[config.mk]
export PLATFORM = sky130hd
export DESIGN_NAME = pfp_div_cell
export DESIGN_NICKNAME = d
export VERILOG_FILES = /design/src/rtl/core/pfp_pkg.sv /design/src/rtl/core/pfp_div_cell.sv
export SDC_FILE = /design/constraint.sdc
export NUM_CORES = 1
export LEC_CHECK = 0
export BUFFER_PORTS_ARGS = -buffer_cell sky130_fd_sc_hd__buf_2
export CAP_MARGIN = 5
export CORE_AREA = 2 2 180 182
export DETAILED_ROUTE_END_ITERATION = 8
export DIE_AREA = 0 0 182 184
export PLACE_DENSITY_LB_ADDON = 0.1
export SLEW_MARGIN = 30
export SYNTH_ARGS = -nofsm -noshare
export SYNTH_HDL_FRONTEND = slang
export SYNTH_SLANG_ARGS = --single-unit
[constraint.sdc]
create_clock -name clock -period 2.4 [get_ports clock]
set_input_delay 0.12 -clock clock [delete_from_list [all_inputs] [get_ports clock]]
set_output_delay 0.12 -clock clock [all_outputs]
set_load 0.01 [all_outputs]
[src/rtl/core/pfp_pkg.sv]
// ----------------------------------------------------------------------------
// pfp_pkg: shared types and constants of the plane-from-three-points unit
// Widths of the normalized cross product, the square-root datapath and the
// projection plane codes.
// ----------------------------------------------------------------------------
package pfp_pkg;

   localparam int NORM_BITS   = 31;
   localparam int SUM_BITS    = 64;
   localparam int ROOT_BITS   = SUM_BITS / 2;
   localparam int REM_BITS    = ROOT_BITS + 3;
   localparam int OFFSET_BITS = 34;
   localparam int NORMAL_BITS = 32;

   typedef enum logic [1:0] {
      PROJ_YZ = 2'd0,
      PROJ_XZ = 2'd1,
      PROJ_XY = 2'd2
   } proj_type;

   typedef struct packed {
      logic [SUM_BITS-1:0]  radicand;
      logic [REM_BITS-1:0]  rem;
      logic [ROOT_BITS-1:0] root;
   } sqrt_type;

endpackage

[src/rtl/core/pfp_div_cell.sv]
// ----------------------------------------------------------------------------
// pfp_div_cell: one quotient bit of three parallel restoring divisions
// Each lane shifts its remainder and dividend word left, subtracts the
// shared divisor when it fits and shifts the quotient bit in at the bottom.
// ----------------------------------------------------------------------------
module pfp_div_cell #(
   parameter int QB     = 31,
   parameter int SIDE_W = 8
) (
   input  logic                                    clock,
   input  logic                                    reset,
   input  logic                                    in_valid,
   input  logic [pfp_pkg::ROOT_BITS-1:0]           in_divisor,
   input  logic [2:0][pfp_pkg::ROOT_BITS+QB-1:0]   in_work,
   input  logic [SIDE_W-1:0]                       in_side,
   output logic                                    out_valid,
   output logic [pfp_pkg::ROOT_BITS-1:0]           out_divisor,
   output logic [2:0][pfp_pkg::ROOT_BITS+QB-1:0]   out_work,
   output logic [SIDE_W-1:0]                       out_side
);
   import pfp_pkg::*;

   localparam int RB = ROOT_BITS;

   logic                      valid_ff;
   logic [RB-1:0]             divisor_ff;
   logic [2:0][RB+QB-1:0]     work_ff;
   logic [2:0][RB+QB-1:0]     work_in;
   logic [SIDE_W-1:0]         side_ff;
   logic [RB:0]               trial;

   always_comb begin
      for (int j = 0; j < 3; j++) begin
         trial = {in_work[j][RB+QB-1:QB], in_work[j][QB-1]};
         if (trial >= {1'b0, in_divisor}) begin
            work_in[j] = {RB'(trial - {1'b0, in_divisor}), in_work[j][QB-2:0], 1'b1};
         end else begin
            work_in[j] = {trial[RB-1:0], in_work[j][QB-2:0], 1'b0};
         end
      end
   end

   always_ff @(posedge clock) begin
      if (reset) begin
         valid_ff <= 1'b0;
      end else begin
         valid_ff <= in_valid;
      end
      divisor_ff <= in_divisor;
      work_ff    <= work_in;
      side_ff    <= in_side;
   end

   assign out_valid   = valid_ff;
   assign out_divisor = divisor_ff;
   assign out_work    = work_ff;
   assign out_side    = side_ff;

endmodule

* Word-level counts from Yosys, hierarchy flattened
Cells that the tools add are included.
** Word-level totals
- Flip-flop bits (word level) :: 230
** Cells by class
- Add/sub/neg operators :: 3
- Mux-type cells :: 3
- Magnitude comparators :: 3
** Operators with widths (number)
- two-way mux 63 bit :: 3
- greater-or-equal comparator 33 x 32 -> 1 bit :: 3
- subtractor 32 bit :: 3

* Logic depth before layout (Yosys ltp)
- Word-level depth :: 2
- Depth in mapped cells :: 13
- Gate-level depth less buffers :: 12

* Worst setup path after synthesis
Ideal clock, no wire load.
- Kind :: in2reg
- Start point :: input in_divisor[1] (netlist bit)
- End point :: register work_ff, in the netlist out_work[35]
- Arrival time :: 2433 ps
- Cell stages on the path :: 12
- Path buffers :: 1
- Slack :: -154 ps
- Path through :: inv_1 ha_1 nor2b_1 o31a_1 o31a_1 or3_1 nand3b_2 o21ai_2 a31oi_4 a22oi_4 buf_6 mux2_4
** RTL lines
- start, declared :: RTL line pfp_div_cell.sv:13 : input logic [pfp_pkg::ROOT_BITS-1:0] in_divisor,
- end signal, assigned :: RTL line pfp_div_cell.sv:50 : work_ff <= work_in;
- end, declared :: RTL line pfp_div_cell.sv:27 : logic [2:0][RB+QB-1:0] work_ff;

==> metrics.txt <==
worst rel slew slack=62.1%; PD cells=626 nW/um^2; critical path fanouts, max=8; ys async rst share=0%; cell row count=65; width of the die=182 um; run status=finished clean; pin slew with the least headroom to its limit=563 ps; final critical-path required period=2360 ps; launch point of the worst hold path=in_divisor[1]; DR DRC count=0; cell mode on critical path=and3_4; Synth cell types=74; path category of the worst min-delay check=in -> reg; Post-Route Utilization=a little under two thirds; hold-critical path depth=3; DIE HEIGHT=184 um; clock transition at the register clock pins on the worst setup and hold paths after CTS=60 ps; count of final max-slew check failures=0; ports placed on the boundary=462; sequential area share after synthesis=40.1%; required time at the endpoint of the critical path=~2800 ps; worst path arrival time=2780 ps; number of maximum-capacitance violations=0; count of input and output buffers=461; clock tree buffer depth=3; Fill cells=2610; first-pass GRT wire length=68.4 mm; layout cell share with drive strength beyond 1=42.6%; Slowest Stage Delay on Critical Path=~540 ps; number of antenna violations at the first check in global routing=5; unrepaired setup endpoints after global routing=true; Post-DRT Antenna Nets=0; Setup violations, final=0; chain of cells forming the critical path=dlygate4sd3_1, buf_2, ha_1, and3_4, and4_4, and3_4, a31oi_4, a22oi_4, clkbuf_16, mux2_2; standby leakage power=9.89 nW; most common flop cell mapped by yosys=dfxtp_1; routed vias=12500; slowest cell on the critical path=dlygate4sd3_1; GPL Wtd Cong=a little under 0.9; final net count=2500; CTS Root Cell=clkbuf_16; highest ir drop seen on vdd=0.537 mV; maximum frequency from static timing analysis=0.424 GHz; Die ar.=33500 sq um; clock net sink count=230; number of global-route vias before repair=12800; cts bufs inserted=26; total global routing overflow=0; total routed wirelength=47.0 mm; post-synth net total=1524; count of yosys warnings during synthesis=0; Critical Path End Type=flop; capture endpoint of the worst hold path=out_work[95]; area growth from synthesis to layout=74.7%; clock tree from TritonCTS=built; H-tree Lvls=1; Mean Syn Cell Area=9.62 sq um; netlist area before placement=between 10000 and 15000 sq um; core area=31400 sq um; total track usage=26.3%; Seq. cell area=4600 sq um; first-pass detailed-route iteration total=5; Tot Pwr=0.0126 W; starting density of the core=between 30% and 40%; area used by multi-input combinational logic=approximately 6800 sq um; Post-synth EDFFs=0; register bit total from synthesis=230; number of design-rule violations left by the first detailed-router iteration=between 400 and 500; post-route fraction of the period consumed by the critical path=98.3%; Setup crit start kind=primary input; final HPWL from detailed placement=about 36 mm; DR vias/cell=slightly below 5; Fin. Hold Viols=0; maximum number of pins on one net before global-route repair=34; type of the worst setup path=in -> reg; average wire per standard cell=18.1 um; Post-Synthesis Cells=1193
## cell type report
type	instances	share of cell area, %
sequential	230	23.0
clock inverter	9	0.337
timing repair buffer	994	35.4
inverter	58	1.15
clock buffer	37	3.70
multi-input combinational	859	33.9
tap	402	2.51
antenna	3	0.0375
## per-stage QoR
step	setup slack [ps]	setup TNS, ps	cells	area [sq um]	hold WS, ps
after floorplan	-107	-4920	1193	11500	148
after global placement	-497	-38310	2301	16400	222
after detailed placement	-536	-43830	2301	16400	224
after CTS	0.236	0	2572	19500	-247
after global routing	-20.4	-78.4	2592	20000	12.1
final	41.5	0	2592	20000	2.94
## synth_stat cells (all sizes together) (14+ instances only)
cell / instances / area share, %
a21oi: 100 / 4.5
nand3: 20 / 0.87
nor3: 15 / 0.70
nor2: 55 / 1.8
nand2b: 17 / 0.99
nand2: 93 / 3.0
mux2: 57 / 7.3
clkbuf: 32 / 1.0
ha: 96 / 10
a21o: 46 / 3.0
inv: 58 / 1.9
dfxtp: 230 / 40
buf: 14 / 0.95
xnor2: 45 / 3.4
nor2b: 16 / 0.87
nand4: 24 / 1.3
xor2: 28 / 2.1
o21ai: 95 / 4.2
## registers in the layout (all words and copies together), names as in the netlist
name	count
out_work	189
out_valid	1
out_side	8
out_divisor	32
## worst max-delay path, delay by kind of cell
kind                     cells  cell delay (ps)
multiplexers                 1              330
adder cells (fa/ha/maj)      1              290
AND/OR/NAND/NOR              3              620
buffers and inverters        3              930
AO/OA/AOI/OAI                2              470
## placed cells by master (no fill, tap or decap), types with 14 or more instances in the layout
cell type	instances
a21o_1	46
a21oi_1	91
buf_2	459
buf_4	291
clkbuf_16	31
dfxtp_1	230
dlygate4sd3_1	228
ha_1	80
ha_4	15
inv_1	55
mux2_4	51
nand2_1	93
nand2b_1	16
nand3_1	20
nand4_1	24
nor2_1	55
nor2b_1	14
o21ai_0	78
xnor2_1	45
xor2_1	28
## worst max-delay path by stage
stage	start	end	slack [ps]	depth (start not counted)
after detailed placement	in_divisor[1]	out_work[52]	-540	12
after global placement	in_divisor[1]	out_work[52]	-500	12
after global routing	in_divisor[7]	out_work[34]	-20	13
after CTS	in_work[175]	out_work[162]	0.2	11
after floorplan	in_work[157]	out_work[161]	-110	11
final	in_work[58]	out_work[34]	40	10
## cell families (layout without fill, tap and decap cells)
kind of cell	count (synthesis)	in the layout	synth area share [%]
AOI/OAI and AO/OA	328	328	18.3
other	0	3	0
DFF	230	230	40.1
buffers and inverters	104	1098	3.89
adders and majority gates	99	99	11.0
muxes	70	70	8.40
and+or+nand+nor	289	289	12.7
xor gates and xnor gates	73	73	5.57
## metal layers
metal | vias to the layer above | GRT usage, % | wire, um
met5 | - | 0 | 30
met4 | 4 | 8.52 | 1530
met3 | 82 | 5.09 | 2470
met2 | 369 | 47.6 | 23000
met1 | 5863 | 31.2 | 19900
li1 | 6223 | - | -
## power by group
| group | leakage [nW] | internal, W | total, W | switching, W |
|---|---|---|---|---|
| clock network | 0.391 | 0.00215 | 0.00378 | 0.00163 |
| registers | 1.94 | 0.00430 | 0.00445 | 0.000154 |
| logic | 7.56 | 0.00228 | 0.00433 | 0.00204 |
| total | 9.89 | 0.00873 | 0.0126 | 0.00382 |
## timing repair
item	in CTS	in global routing
setup buffers	0	9
endpoints found under the setup margin	0	78
resized for setup	0	67
endpoints found under the hold margin	226	2
hold buffers	225	3
Note: power is estimated with default switching activity, not from simulation.
