<file path="src/rtl/core/pfp_pkg.sv">
// ----------------------------------------------------------------------------
// pfp_pkg: shared types and constants of the plane-from-three-points unit
// Widths of the normalized cross product, the square-root datapath and the
// projection plane codes.
// ----------------------------------------------------------------------------
package pfp_pkg;

   localparam int NORM_BITS   = 31;
   localparam int SUM_BITS    = 64;
   localparam int ROOT_BITS   = SUM_BITS / 2;
   localparam int REM_BITS    = ROOT_BITS + 3;
   localparam int OFFSET_BITS = 34;
   localparam int NORMAL_BITS = 32;

   typedef enum logic [1:0] {
      PROJ_YZ = 2'd0,
      PROJ_XZ = 2'd1,
      PROJ_XY = 2'd2
   } proj_type;

   typedef struct packed {
      logic [SUM_BITS-1:0]  radicand;
      logic [REM_BITS-1:0]  rem;
      logic [ROOT_BITS-1:0] root;
   } sqrt_type;

endpackage

</file>
<file path="src/rtl/core/pfp_sqrt_cell.sv">
// ----------------------------------------------------------------------------
// pfp_sqrt_cell: one digit of the integer square root
// Brings down two radicand bits, tries the next root bit and registers the
// partial root, remainder and the side data of the transaction.
// ----------------------------------------------------------------------------
module pfp_sqrt_cell #(
   parameter int SIDE_W = 8
) (
   input  logic                 clock,
   input  logic                 reset,
   input  logic                 in_valid,
   input  pfp_pkg::sqrt_type    in_data,
   input  logic [SIDE_W-1:0]    in_side,
   output logic                 out_valid,
   output pfp_pkg::sqrt_type    out_data,
   output logic [SIDE_W-1:0]    out_side
);
   import pfp_pkg::*;

   logic                 valid_ff;
   sqrt_type             data_ff;
   sqrt_type             data_in;
   logic [SIDE_W-1:0]    side_ff;
   logic [REM_BITS-1:0]  rem_sh;
   logic [REM_BITS-1:0]  trial;

   always_comb begin
      rem_sh = {in_data.rem[REM_BITS-3:0], in_data.radicand[SUM_BITS-1 -: 2]};
      trial  = {1'b0, in_data.root, 2'b01};
      data_in.radicand = {in_data.radicand[SUM_BITS-3:0], 2'b00};
      if (rem_sh >= trial) begin
         data_in.rem  = rem_sh - trial;
         data_in.root = {in_data.root[ROOT_BITS-2:0], 1'b1};
      end else begin
         data_in.rem  = rem_sh;
         data_in.root = {in_data.root[ROOT_BITS-2:0], 1'b0};
      end
   end

   always_ff @(posedge clock) begin
      if (reset) begin
         valid_ff <= 1'b0;
      end else begin
         valid_ff <= in_valid;
      end
      data_ff <= data_in;
      side_ff <= in_side;
   end

   assign out_valid = valid_ff;
   assign out_data  = data_ff;
   assign out_side  = side_ff;

endmodule

</file>
<file path="config.mk">
export PLATFORM = sky130hd
export DESIGN_NAME = pfp_sqrt_cell
export DESIGN_NICKNAME = d
export VERILOG_FILES = /design/src/rtl/core/pfp_pkg.sv /design/src/rtl/core/pfp_sqrt_cell.sv
export SDC_FILE = /design/constraint.sdc
export NUM_CORES = 1
export LEC_CHECK = 0
export BUFFER_PORTS_ARGS = -buffer_cell sky130_fd_sc_hd__buf_2
export CAP_MARGIN = 20
export CORE_UTILIZATION = 38
export CTS_CLUSTER_SIZE = 30
export DETAILED_ROUTE_END_ITERATION = 16
export GPL_TIMING_DRIVEN = 0
export HOLD_SLACK_MARGIN = 0.05
export PLACE_DENSITY = 0.72
export SLEW_MARGIN = 20
export SYNTH_ARGS = -nofsm -noshare
export SYNTH_HDL_FRONTEND = slang
export SYNTH_SLANG_ARGS = --single-unit
</file>
<file path="constraint.sdc">
create_clock -name clock -period 2.7 [get_ports clock]
set_input_delay 0.27 -clock clock [delete_from_list [all_inputs] [get_ports clock]]
set_output_delay 0.27 -clock clock [all_outputs]
set_load 0.01 [all_outputs]
</file>
== Word level (Yosys, flattened, before mapping) ==
Cells that the tools add are included.

* Bits of input ports: 142
* Register bits after elaboration: 138
* Output and inout port bits: 140

* Order comparisons: 1
* Muxes and demuxes: 1
* Add/sub/neg operators: 1

{| class="wikitable"
|+ Operators with widths
! operator !! count
|-
| 67-bit two-way mux || 1
|-
| 35-bit by 34-bit greater-or-equal comparator with 1-bit output || 1
|-
| 35-bit by 34-bit subtractor with 35-bit output || 1
|}

== Longest topological paths before layout ==
Gate-level depths: netlist of run 1.

* Depth after elaboration: 2
* Depth in mapped cells: 12

== Worst setup path before layout of run 1 ==
OpenSTA, ideal clock, no wires.

* Kind: input -> register
* Start: input port in_data[5] (netlist bit)
* End: register data_ff, in the netlist out_data[60]
* Stages on the path: 11
* Setup time: 121 ps
* Data arrival time: 2,439 ps
* Slack: 139 ps
* Cells stage by stage: inv_1 > ha_1 > and4_1 > nand3b_1 > o2111a_1 > o21a_4 > a311oi_4 > nor3_4 > nor2_4 > buf_8 > mux2_4

{| class="wikitable"
|+ RTL lines
! element !! line !! source
|-
| start, declared || pfp_sqrt_cell.sv:12 || <nowiki>input pfp_pkg::sqrt_type in_data,</nowiki>
|-
| end signal, assigned || pfp_sqrt_cell.sv:46 || <nowiki>data_ff <= data_in;</nowiki>
|-
| end, declared || pfp_sqrt_cell.sv:21 || <nowiki>sqrt_type data_ff;</nowiki>
|}

==> qor.yml, run 1 <==
status: "complete, no violations"
worstPathCellList: "buf_2 > inv_1 > ha_1 > o21a_1 > o211ai_2 > a311oi_4 > o21a_4 > a311oi_4 > nor3_4 > nor2_4 > buf_12 > buf_12 > mux2_4"
wirelength_um: 17500
grt_use_total_pct: 23.5
yosys_warnings: 0
drt-initial-drc-count: 216
ios: 282
htree_levels: 4
cp_max_fo: 10
fin_nets: 1068
p_leak_nw: 4.30
area_growth_pct: 60.4
slowest_stage: "a311oi_4"
vias_per_cell: 4.70
via_count: 5106
clock_sinks: 138
die_w_um: 122
synth_area_leaders: "dfxtp_1 51%, ha_1 7.8%, mux2_4 6.6%"
grt_first_pass_wirelength_um: 26100
synth_area_um2: 5430
cts_made_buffers: 17
yosys-top-cells-count: "138 x dfxtp_1, 44 x inv_1, 34 x ha_1"
fin_crit_sh_pct: 94.1
fmax_mhz: 394
tritoncts: "yes"
grt_max_degree: 17
max_cap_viol_count: 0
port_buffers: 277
setup_viol: 0
min_period_ps: 2540
hold_viol_final: 0
crit_start: "in_data[0]"
cts_buffer_depth: 2
wl_per_cell_um: 16.1
start_util_pct: 39.0
yosys_register_bits: 138
avgSynthCellArea_um2: 11.0
ys_async_sr_fraction_pct: 0
core_um2: 13900
relSlewSlack_pct: 62.8
critPathLaunchType: "input port"
maxSlewViolCount: 0
finish.instance_area_um2: 8710
synth_most_common_cell: "dfxtp_1"
hpwl_um: 12200
fp.dieH_um: 122
ir_drop_mv: 0.397
dieArea_um2: 14800
yosys.area.top_type: "dfxtp_1"
yosys.area.top_type_share_pct: 50.9
synth_edf_count: 0
final_util_pct: 62.5
drtAntennaViolNets: 0
cts_root_buf: "clkbuf_16"
p_per_area_nw_per_um2: 684
synth.distinct_cells: 62
crit_type: "in2reg"
drcViolationCount: 0
min_from: "in_data[64]"
tightestPinTransition_ps: 552
clk_pin_slew_ps: 60
hold_path_class: "in2reg"
dr.pass1.iters: 6
gp_congestion: 0.858
grt_pass1_vias: 5108
row_count: 43
overflow: 0
synthCells: 492
synth_seq_area_share_pct: 50.9
cp_data_arrival_time_ps: 2840
worst_setup_path_end_kind: "flip-flop"
antenna_found_initial: 1
cp_slowest_stage_delay_ps: 480
rsz0062_at_grt: "no"
place_area_um2: 7050
required_ps: 3000
ys.flop_type: "dfxtp_1"
drive_above_1_share_pct: 40.0
## final timing paths
| kind | endpoint | cells after the start |
|---|---|---|
| min | out_data[66]$_DFF_P_ | 2 |
| max | out_data[42]$_DFF_P_ | 13 |
## sequential cells by signal, summed over array words and instances (netlist names)
| register | cells |
|---|---|
| out_side | 8 |
| out_data | 129 |
| out_valid | 1 |
## layout by cell type, fill, tap and decap left out, types with 3 or more instances in the layout
master	instances
mux2_2	5
a21oi_2	3
buf_12	3
dfxtp_1	138
buf_2	278
a21oi_1	32
dlygate4sd3_1	102
nor2b_1	5
o21ai_0	18
inv_1	44
o21a_1	10
and2_1	4
nor3_1	10
o211ai_1	3
and3_1	5
nand4_1	8
clkbuf_16	17
mux2_4	24
nand3_1	3
nor2_1	22
o21bai_1	4
a21o_1	9
buf_4	4
mux2i_1	3
inv_6	7
xor2_1	11
nand2_1	24
clkbuf_1	3
xnor2_1	20
ha_1	34
## layer usage
metal  up-vias  wire length [um]  global-route usage, %  part of all wire (%)
li1       2504                 -                      -                     -
met1      2374              6640                   24.1                    38
met2       202              9170                   42.8                    52
met3        26              1190                   8.10                   6.8
met4         0               492                   10.4                   2.8
met5         -                 0                      0                     0
## final cells by class
cell class              count  area [um2]
diodes                      1        2.50
plain buffers               8        82.6
clock buffers              19         443
clock inverters            13         154
fillers                  1126        5230
inverters                  45         169
multi-input cells         300        2430
flip-flops and latches    138        2760
well taps                 180         225
repair buffers            382        2440
## critical path, delay by kind of cell
family,cells,cell delay [ps]
AO/OA/AOI/OAI,5,1160
adder cells (fa/ha/maj),1,340
buffers and inverters,4,400
multiplexers,1,300
AND/OR/NAND/NOR,2,340
## power by group
part,leakage [nW],switching [mW],internal (mW)
Combinational,2.85,0.640,0.672
Clock,0.292,0.950,1.41
Sequential,1.16,0.0441,2.23
## logic make-up (layout without fill, tap and decap cells)
family | after synthesis | after routing | synth area share [%]
AO/OA/AOI/OAI | 106 | 106 | 14.0
other | 1 | 3 | 0.0691
multiplexers | 32 | 32 | 8.23
adder cells (fa/ha/maj) | 34 | 34 | 7.83
buffers and inverters | 55 | 467 | 4.77
flip-flops | 138 | 138 | 50.9
XOR/XNOR | 31 | 31 | 5.00
AND/OR/NAND/NOR | 95 | 95 | 9.24
## repair_timing
action,CTS,global route
hold endpoints to repair,102,0
buffers inserted,0,3
hold buffers,102,0
resized for setup,0,3
endpoints found under the setup margin,0,26
## stage by stage
stage | hold slack [ps] | worst slack (ps) | cells | TNS (ps) | power, mW
after floorplan | 298 | 139 | 493 | 0 | 3.05
after global placement | 372 | -302 | 950 | -7660 | 3.47
after detailed placement | 374 | -333 | 950 | -9230 | 3.49
after CTS | 61.1 | 75.1 | 1084 | 0 | 5.97
after global routing | 74.7 | 29.4 | 1086 | 0 | 6.22
final | 95.5 | 159 | 1086 | 0 | 5.95
Note: power is estimated with default switching activity, not from simulation.
==> inputs of run 2 (changes only) <==
--- a/config.mk
+++ b/config.mk
@@ -12,7 +12,8 @@
 export DETAILED_ROUTE_END_ITERATION = 16
 export GPL_TIMING_DRIVEN = 0
 export HOLD_SLACK_MARGIN = 0.05
-export PLACE_DENSITY = 0.72
+export PLACE_DENSITY_LB_ADDON = 0.15
+export SETUP_SLACK_MARGIN = 0.2
 export SLEW_MARGIN = 20
 export SYNTH_ARGS = -nofsm -noshare
 export SYNTH_HDL_FRONTEND = slang
==> qor.yml, run 2 (synthesis results as in run 1) <==
status: "complete, no violations"
setup_viol: 0  # unchanged
multi_input_area_um2: 2550  # +4.9%
max_cap_viol_count: 0  # unchanged
regArea_um2: 2760  # unchanged
critPathCapture: "out_data[52]$_DFF_P_"
required_ps: 3000  # about the same
wirelength_um: 17400  # -0.46%
vias_per_cell: 4.76  # +1.2%
die_w_um: 122  # unchanged
timing.hold.ws_ps: 81.1  # -14.4 ps
rsz0062_at_grt: "yes"
relSlewSlack_pct: 66.5  # +3.7 points
antenna_found_initial: 1  # unchanged
hpwl_um: 12000  # -1.5%
min_period_ps: 2400  # -144 ps
start_util_pct: 39.0  # unchanged
port_buffers: 277  # unchanged
crit_start: "in_data[0]"
dr.pass1.iters: 4  # -2
cp_data_arrival_time_ps: 2700  # -140 ps
dieArea_um2: 14800  # unchanged
fp.dieH_um: 122  # unchanged
mostFrequentLayoutCells: "278 x buf_2, 138 x dfxtp_1, 102 x dlygate4sd3_1"
fill_cells: 1127  # +0.089%
tritoncts: "yes"
gp_congestion: 0.841  # -2.1%
cts_made_buffers: 17  # unchanged
cts_buffer_depth: 2  # unchanged
fin_crit_sh_pct: 88.8  # -5.3 points
core_um2: 13900  # unchanged
setup_tns_ps: 0  # unchanged
overflow: 0  # unchanged
drt-initial-drc-count: 267  # +24%
drive_above_1_share_pct: 41.8  # +1.8 points
fmax_mhz: 417  # +6.0%
clock_sinks: 138  # unchanged
wl_per_cell_um: 16.0  # -0.83%
grt_pass1_vias: 5212  # +2.0%
cp_max_fo: 10  # unchanged
largest_register_ff_count: 129  # unchanged
cts_root_buf: "clkbuf_16"
row_count: 43  # unchanged
grt_max_degree: 17  # unchanged
critPathLaunchType: "input port"
grt_use_total_pct: 23.2  # -0.25 points
grt_first_pass_wirelength_um: 26000  # -0.31%
via_count: 5185  # +1.5%
p_per_area_nw_per_um2: 669  # -2.1%
ir_drop_mv: 0.394  # -0.52%
ios: 282  # unchanged
maxSlewViolCount: 0  # unchanged
hold_viol_final: 0  # unchanged
p_leak_nw: 4.30  # about the same
clk_pin_slew_ps: 60  # about the same
finish.instance_area_um2: 8840  # +1.5%
hold_path_class: "in2reg"
fin_nets: 1072  # +0.37%
tightestPinTransition_ps: 497  # -54.7 ps
worst_setup_path_end_kind: "flip-flop"
place_area_um2: 7150  # +1.4%
area_growth_pct: 62.8
hold_depth: 2  # unchanged
crit_type: "in2reg"
finalNonFillerCells: 1090  # +0.37%
placed_cells: 950  # unchanged
drcViolationCount: 0  # unchanged
layout_commonest_cell: "buf_2"
htree_levels: 4  # unchanged
drtAntennaViolNets: 0  # unchanged
-- run 2: final cells by class --
class / instances / area share [%]
diodes: 1 / 0.0283
clock buffers: 19 / 5.12
flip-flops and latches: 138 / 31.3
multi-input cells: 300 / 28.8
well taps: 180 / 2.55
repair buffers: 384 / 27.7
plain buffers: 10 / 1.02
inverters: 45 / 1.97
clock inverters: 13 / 1.53
-- run 2: how the worst min path moves through the flow --
stage	startpoint	end	slack (ps)
6_report	in_valid	out_valid$_SDFF_PP0_	80
5_1_grt	in_data[60]	out_data[62]$_DFF_P_	90
2_1_floorplan	in_data[98]	out_data[100]$_DFF_P_	300
3_5_place_dp	in_data[120]	out_data[122]$_DFF_P_	370
3_3_place_gp	in_data[96]	out_data[98]$_DFF_P_	370
4_1_cts	in_valid	out_valid$_SDFF_PP0_	50
-- run 2: layer usage --
layer  share of wire [%]  wire length (um)  global-route usage, %
met5                   0                 0                      0
met4                 3.6               625                   12.5
met2                  50              8680                   41.1
met3                 7.0              1220                   6.09
met1                  40              6890                   25.2
-- run 2: per-stage QoR --
stage / utilization, % / power (mW) / setup slack [ps]
2_1_floorplan: - / 3.07 / 202
4_1_cts: 62.9 / 5.95 / 227
6_report: 63.4 / 5.92 / 303
3_5_place_dp: 51.3 / 3.51 / -266
5_1_grt: 63.4 / 6.19 / 184
3_3_place_gp: 51.3 / 3.50 / -258
-- run 2: worst max-delay path, stage by stage --
cell	delay [ps]
buf_2	90
inv_2	40
ha_4	270
o21a_1	160
o211ai_2	120
a311oi_4	490
o21a_4	220
a311oi_4	120
nor3_4	300
nor2_4	120
buf_12	170
mux2_4	310
-- run 2: where the power goes --
part           switching (mW)  internal, mW
sequential             0.0476          2.23
clock                   0.952          1.34
combinational           0.646         0.696
total                    1.65          4.27
-- run 2: repair_timing --
item / in CTS / in global routing
setup buffers: 2 / 3
resized for setup: 0 / 9
pin swaps: 1 / 6
hold buffers: 102 / 0
setup endpoints to repair: 13 / 30
hold endpoints to repair: 102 / 0
==> inputs of run 3 (changes only) <==
--- a/config.mk
+++ b/config.mk
@@ -13,7 +13,7 @@
 export GPL_TIMING_DRIVEN = 0
 export HOLD_SLACK_MARGIN = 0.05
 export PLACE_DENSITY_LB_ADDON = 0.15
-export SETUP_SLACK_MARGIN = 0.2
+export SETUP_SLACK_MARGIN = 0.4
 export SLEW_MARGIN = 20
 export SYNTH_ARGS = -nofsm -noshare
 export SYNTH_HDL_FRONTEND = slang
==> qor.yml, run 3 (synthesis results as in run 1) <==
n_antenna_cell: 0  # -1
final_util_pct: 66.1  # +2.6 points
dr.pass1.iters: 4  # unchanged
p_leak_nw: 4.46  # +3.7%
critPathLaunchType: "input port"
vias_per_cell: 4.79  # +0.67%
setup_viol: 0  # unchanged
regArea_um2: 2760  # unchanged
ios: 282  # unchanged
fill_cells: 1076  # -4.5%
hold_path_class: "in2reg"
cp_data_arrival_time_ps: 2610  # -90 ps
timing.hold.ws_ps: 75.7  # -5.42 ps
multi_input_area_um2: 2680  # +5.2%
p_int_mw: 4.31  # +0.83%
cts_root_buf: "clkbuf_16"
via_count: 5282  # +1.9%
switching_share_pct: 27.5  # -0.29 points
row_count: 43  # unchanged
use_met2_pct: 42.8  # +1.6 points
hold_viol_final: 0  # unchanged
drive_above_1_share_pct: 45.6  # +3.8 points
gp_congestion: 0.813  # -3.3%
wirelength_um: 17900  # +2.9%
largest_register_ff_count: 129  # unchanged
p_per_area_nw_per_um2: 646  # -3.6%
drcViolationCount: 0  # unchanged
worstPathCellList: "buf_6 > ha_4 > and4_4 > nand3b_1 > o2111a_1 > o21a_4 > a311oi_4 > nor3_4 > nor2_4 > bufbuf_16 > mux2_4"
finish.instance_area_um2: 9200  # +4.1%
overflow: 0  # unchanged
worst_setup_path_end_kind: "flip-flop"
p_seq_share_pct: 38.4  # -0.2 points
place_area_um2: 7150  # +0.11%
grt_max_degree: 17  # unchanged
dieArea_um2: 14800  # unchanged
required_ps: 3010  # about the same
core_um2: 13900  # unchanged
grt_use_total_pct: 23.5  # +0.31 points
clk_pin_slew_ps: 60  # about the same
min_period_ps: 2300  # -92.7 ps
worst_slack_ps: 396  # +92.7 ps
fp.dieH_um: 122  # unchanged
cp_slowest_stage_delay_ps: 350  # -140 ps
fmax_mhz: 434  # +4.0%
hpwl_um: 11900  # -1.2%
status: "complete, no violations"
slowest_stage: "a311oi_4"
dp_slack_ps: -229  # +37.3 ps
rsz0062_at_grt: "yes"
grt.busiest_layer: "met2"
grt.met1_usage_pct: 25.0  # -0.18 points
ir_drop_mv: 0.413  # +4.7%
grt_pass1_vias: 5319  # +2.1%
p_comb_share_pct: 24.6  # +1.9 points
drtAntennaViolNets: 0  # unchanged
port_buffers: 277  # unchanged
grt_first_pass_wirelength_um: 26400  # +1.3%
fin_nets: 1087  # +1.4%
clock_sinks: 138  # unchanged
total_power_mw: 5.94  # +0.43%
crit_type: "in2reg"
drt-initial-drc-count: 162  # -39%
tritoncts: "yes"
cts_buffer_depth: 2  # unchanged
antenna_found_initial: 2  # +1
max_cap_viol_count: 0  # unchanged
area_growth_pct: 69.5
cp_max_fo: 5  # -5
layout_commonest_cell: "buf_2"
power.switching_mw: 1.64  # -0.60%
fin_crit_sh_pct: 85.3  # -3.4 points
start_util_pct: 39.0  # unchanged
htree_levels: 4  # unchanged
mostFrequentLayoutCells: "272 x buf_2, 138 x dfxtp_1, 102 x dlygate4sd3_1"
pwr-share-clk_pct: 37.0  # -1.7 points
wl_per_cell_um: 16.2  # +1.7%
cts_made_buffers: 17  # unchanged
die_w_um: 122  # unchanged
maxSlewViolCount: 0  # unchanged
met3_usage_pct: 6.46  # +0.37 points
[run 3: layout make-up]
cell class / count / area share (%)
sequential: 138 / 30.0
timing repair buffer: 399 / 29.3
multi-input combinational: 300 / 29.1
clock buffer: 19 / 4.81
tap: 180 / 2.45
inverter: 45 / 2.00
clock inverter: 12 / 1.28
buffer: 10 / 1.09
[run 3: timing repair]
| action | CTS | global route |
|---|---|---|
| hold buffers | 101 | 1 |
| pin swaps | 12 | 19 |
| endpoints found under the hold margin | 102 | 1 |
| resized for setup | 19 | 49 |
| buffers inserted | 13 | 4 |
| cloned | 2 | 1 |
| setup endpoints to repair | 33 | 34 |
[run 3: worst paths after layout]
kind	startpoint	to	slack [ps]	depth (start not counted)
worst max-delay path	in_data[40]	out_data[52]$_DFF_P_	400	11
worst min-delay path	in_valid	out_valid$_SDFF_PP0_	80	2
[run 3: layer usage]
layer | wire length (um) | share of wire [%]
met3 | 1160 | 6.5
met4 | 669 | 3.7
met2 | 9110 | 51
met1 | 6950 | 39
met5 | 27 | 0.15
[run 3: critical path: cells and delay by family]
| family | cells | cell delay (ps) |
|---|---|---|
| buffers and inverters | 2 | 400 |
| adder cells (fa/ha/maj) | 1 | 240 |
| AO/OA/AOI/OAI | 3 | 740 |
| multiplexers | 1 | 300 |
| AND/OR/NAND/NOR | 4 | 660 |
[run 3: power by group through the flow]
stage / logic (mW) / registers (mW) / clock network (mW)
finish: 1.46 / 2.28 / 2.20
global route: 1.58 / 2.30 / 2.32
CTS: 1.38 / 2.28 / 2.24
detailed placement: 1.19 / 2.32 / 0
global placement: 1.18 / 2.32 / 0
floorplan: 0.637 / 2.44 / 0
[run 3: stage by stage]
stage / TNS [ps] / cells
after floorplan: 0 / 493
after global placement: -6010 / 950
after detailed placement: -6080 / 950
after CTS: 0 / 1097
after global routing: 0 / 1103
final: 0 / 1103
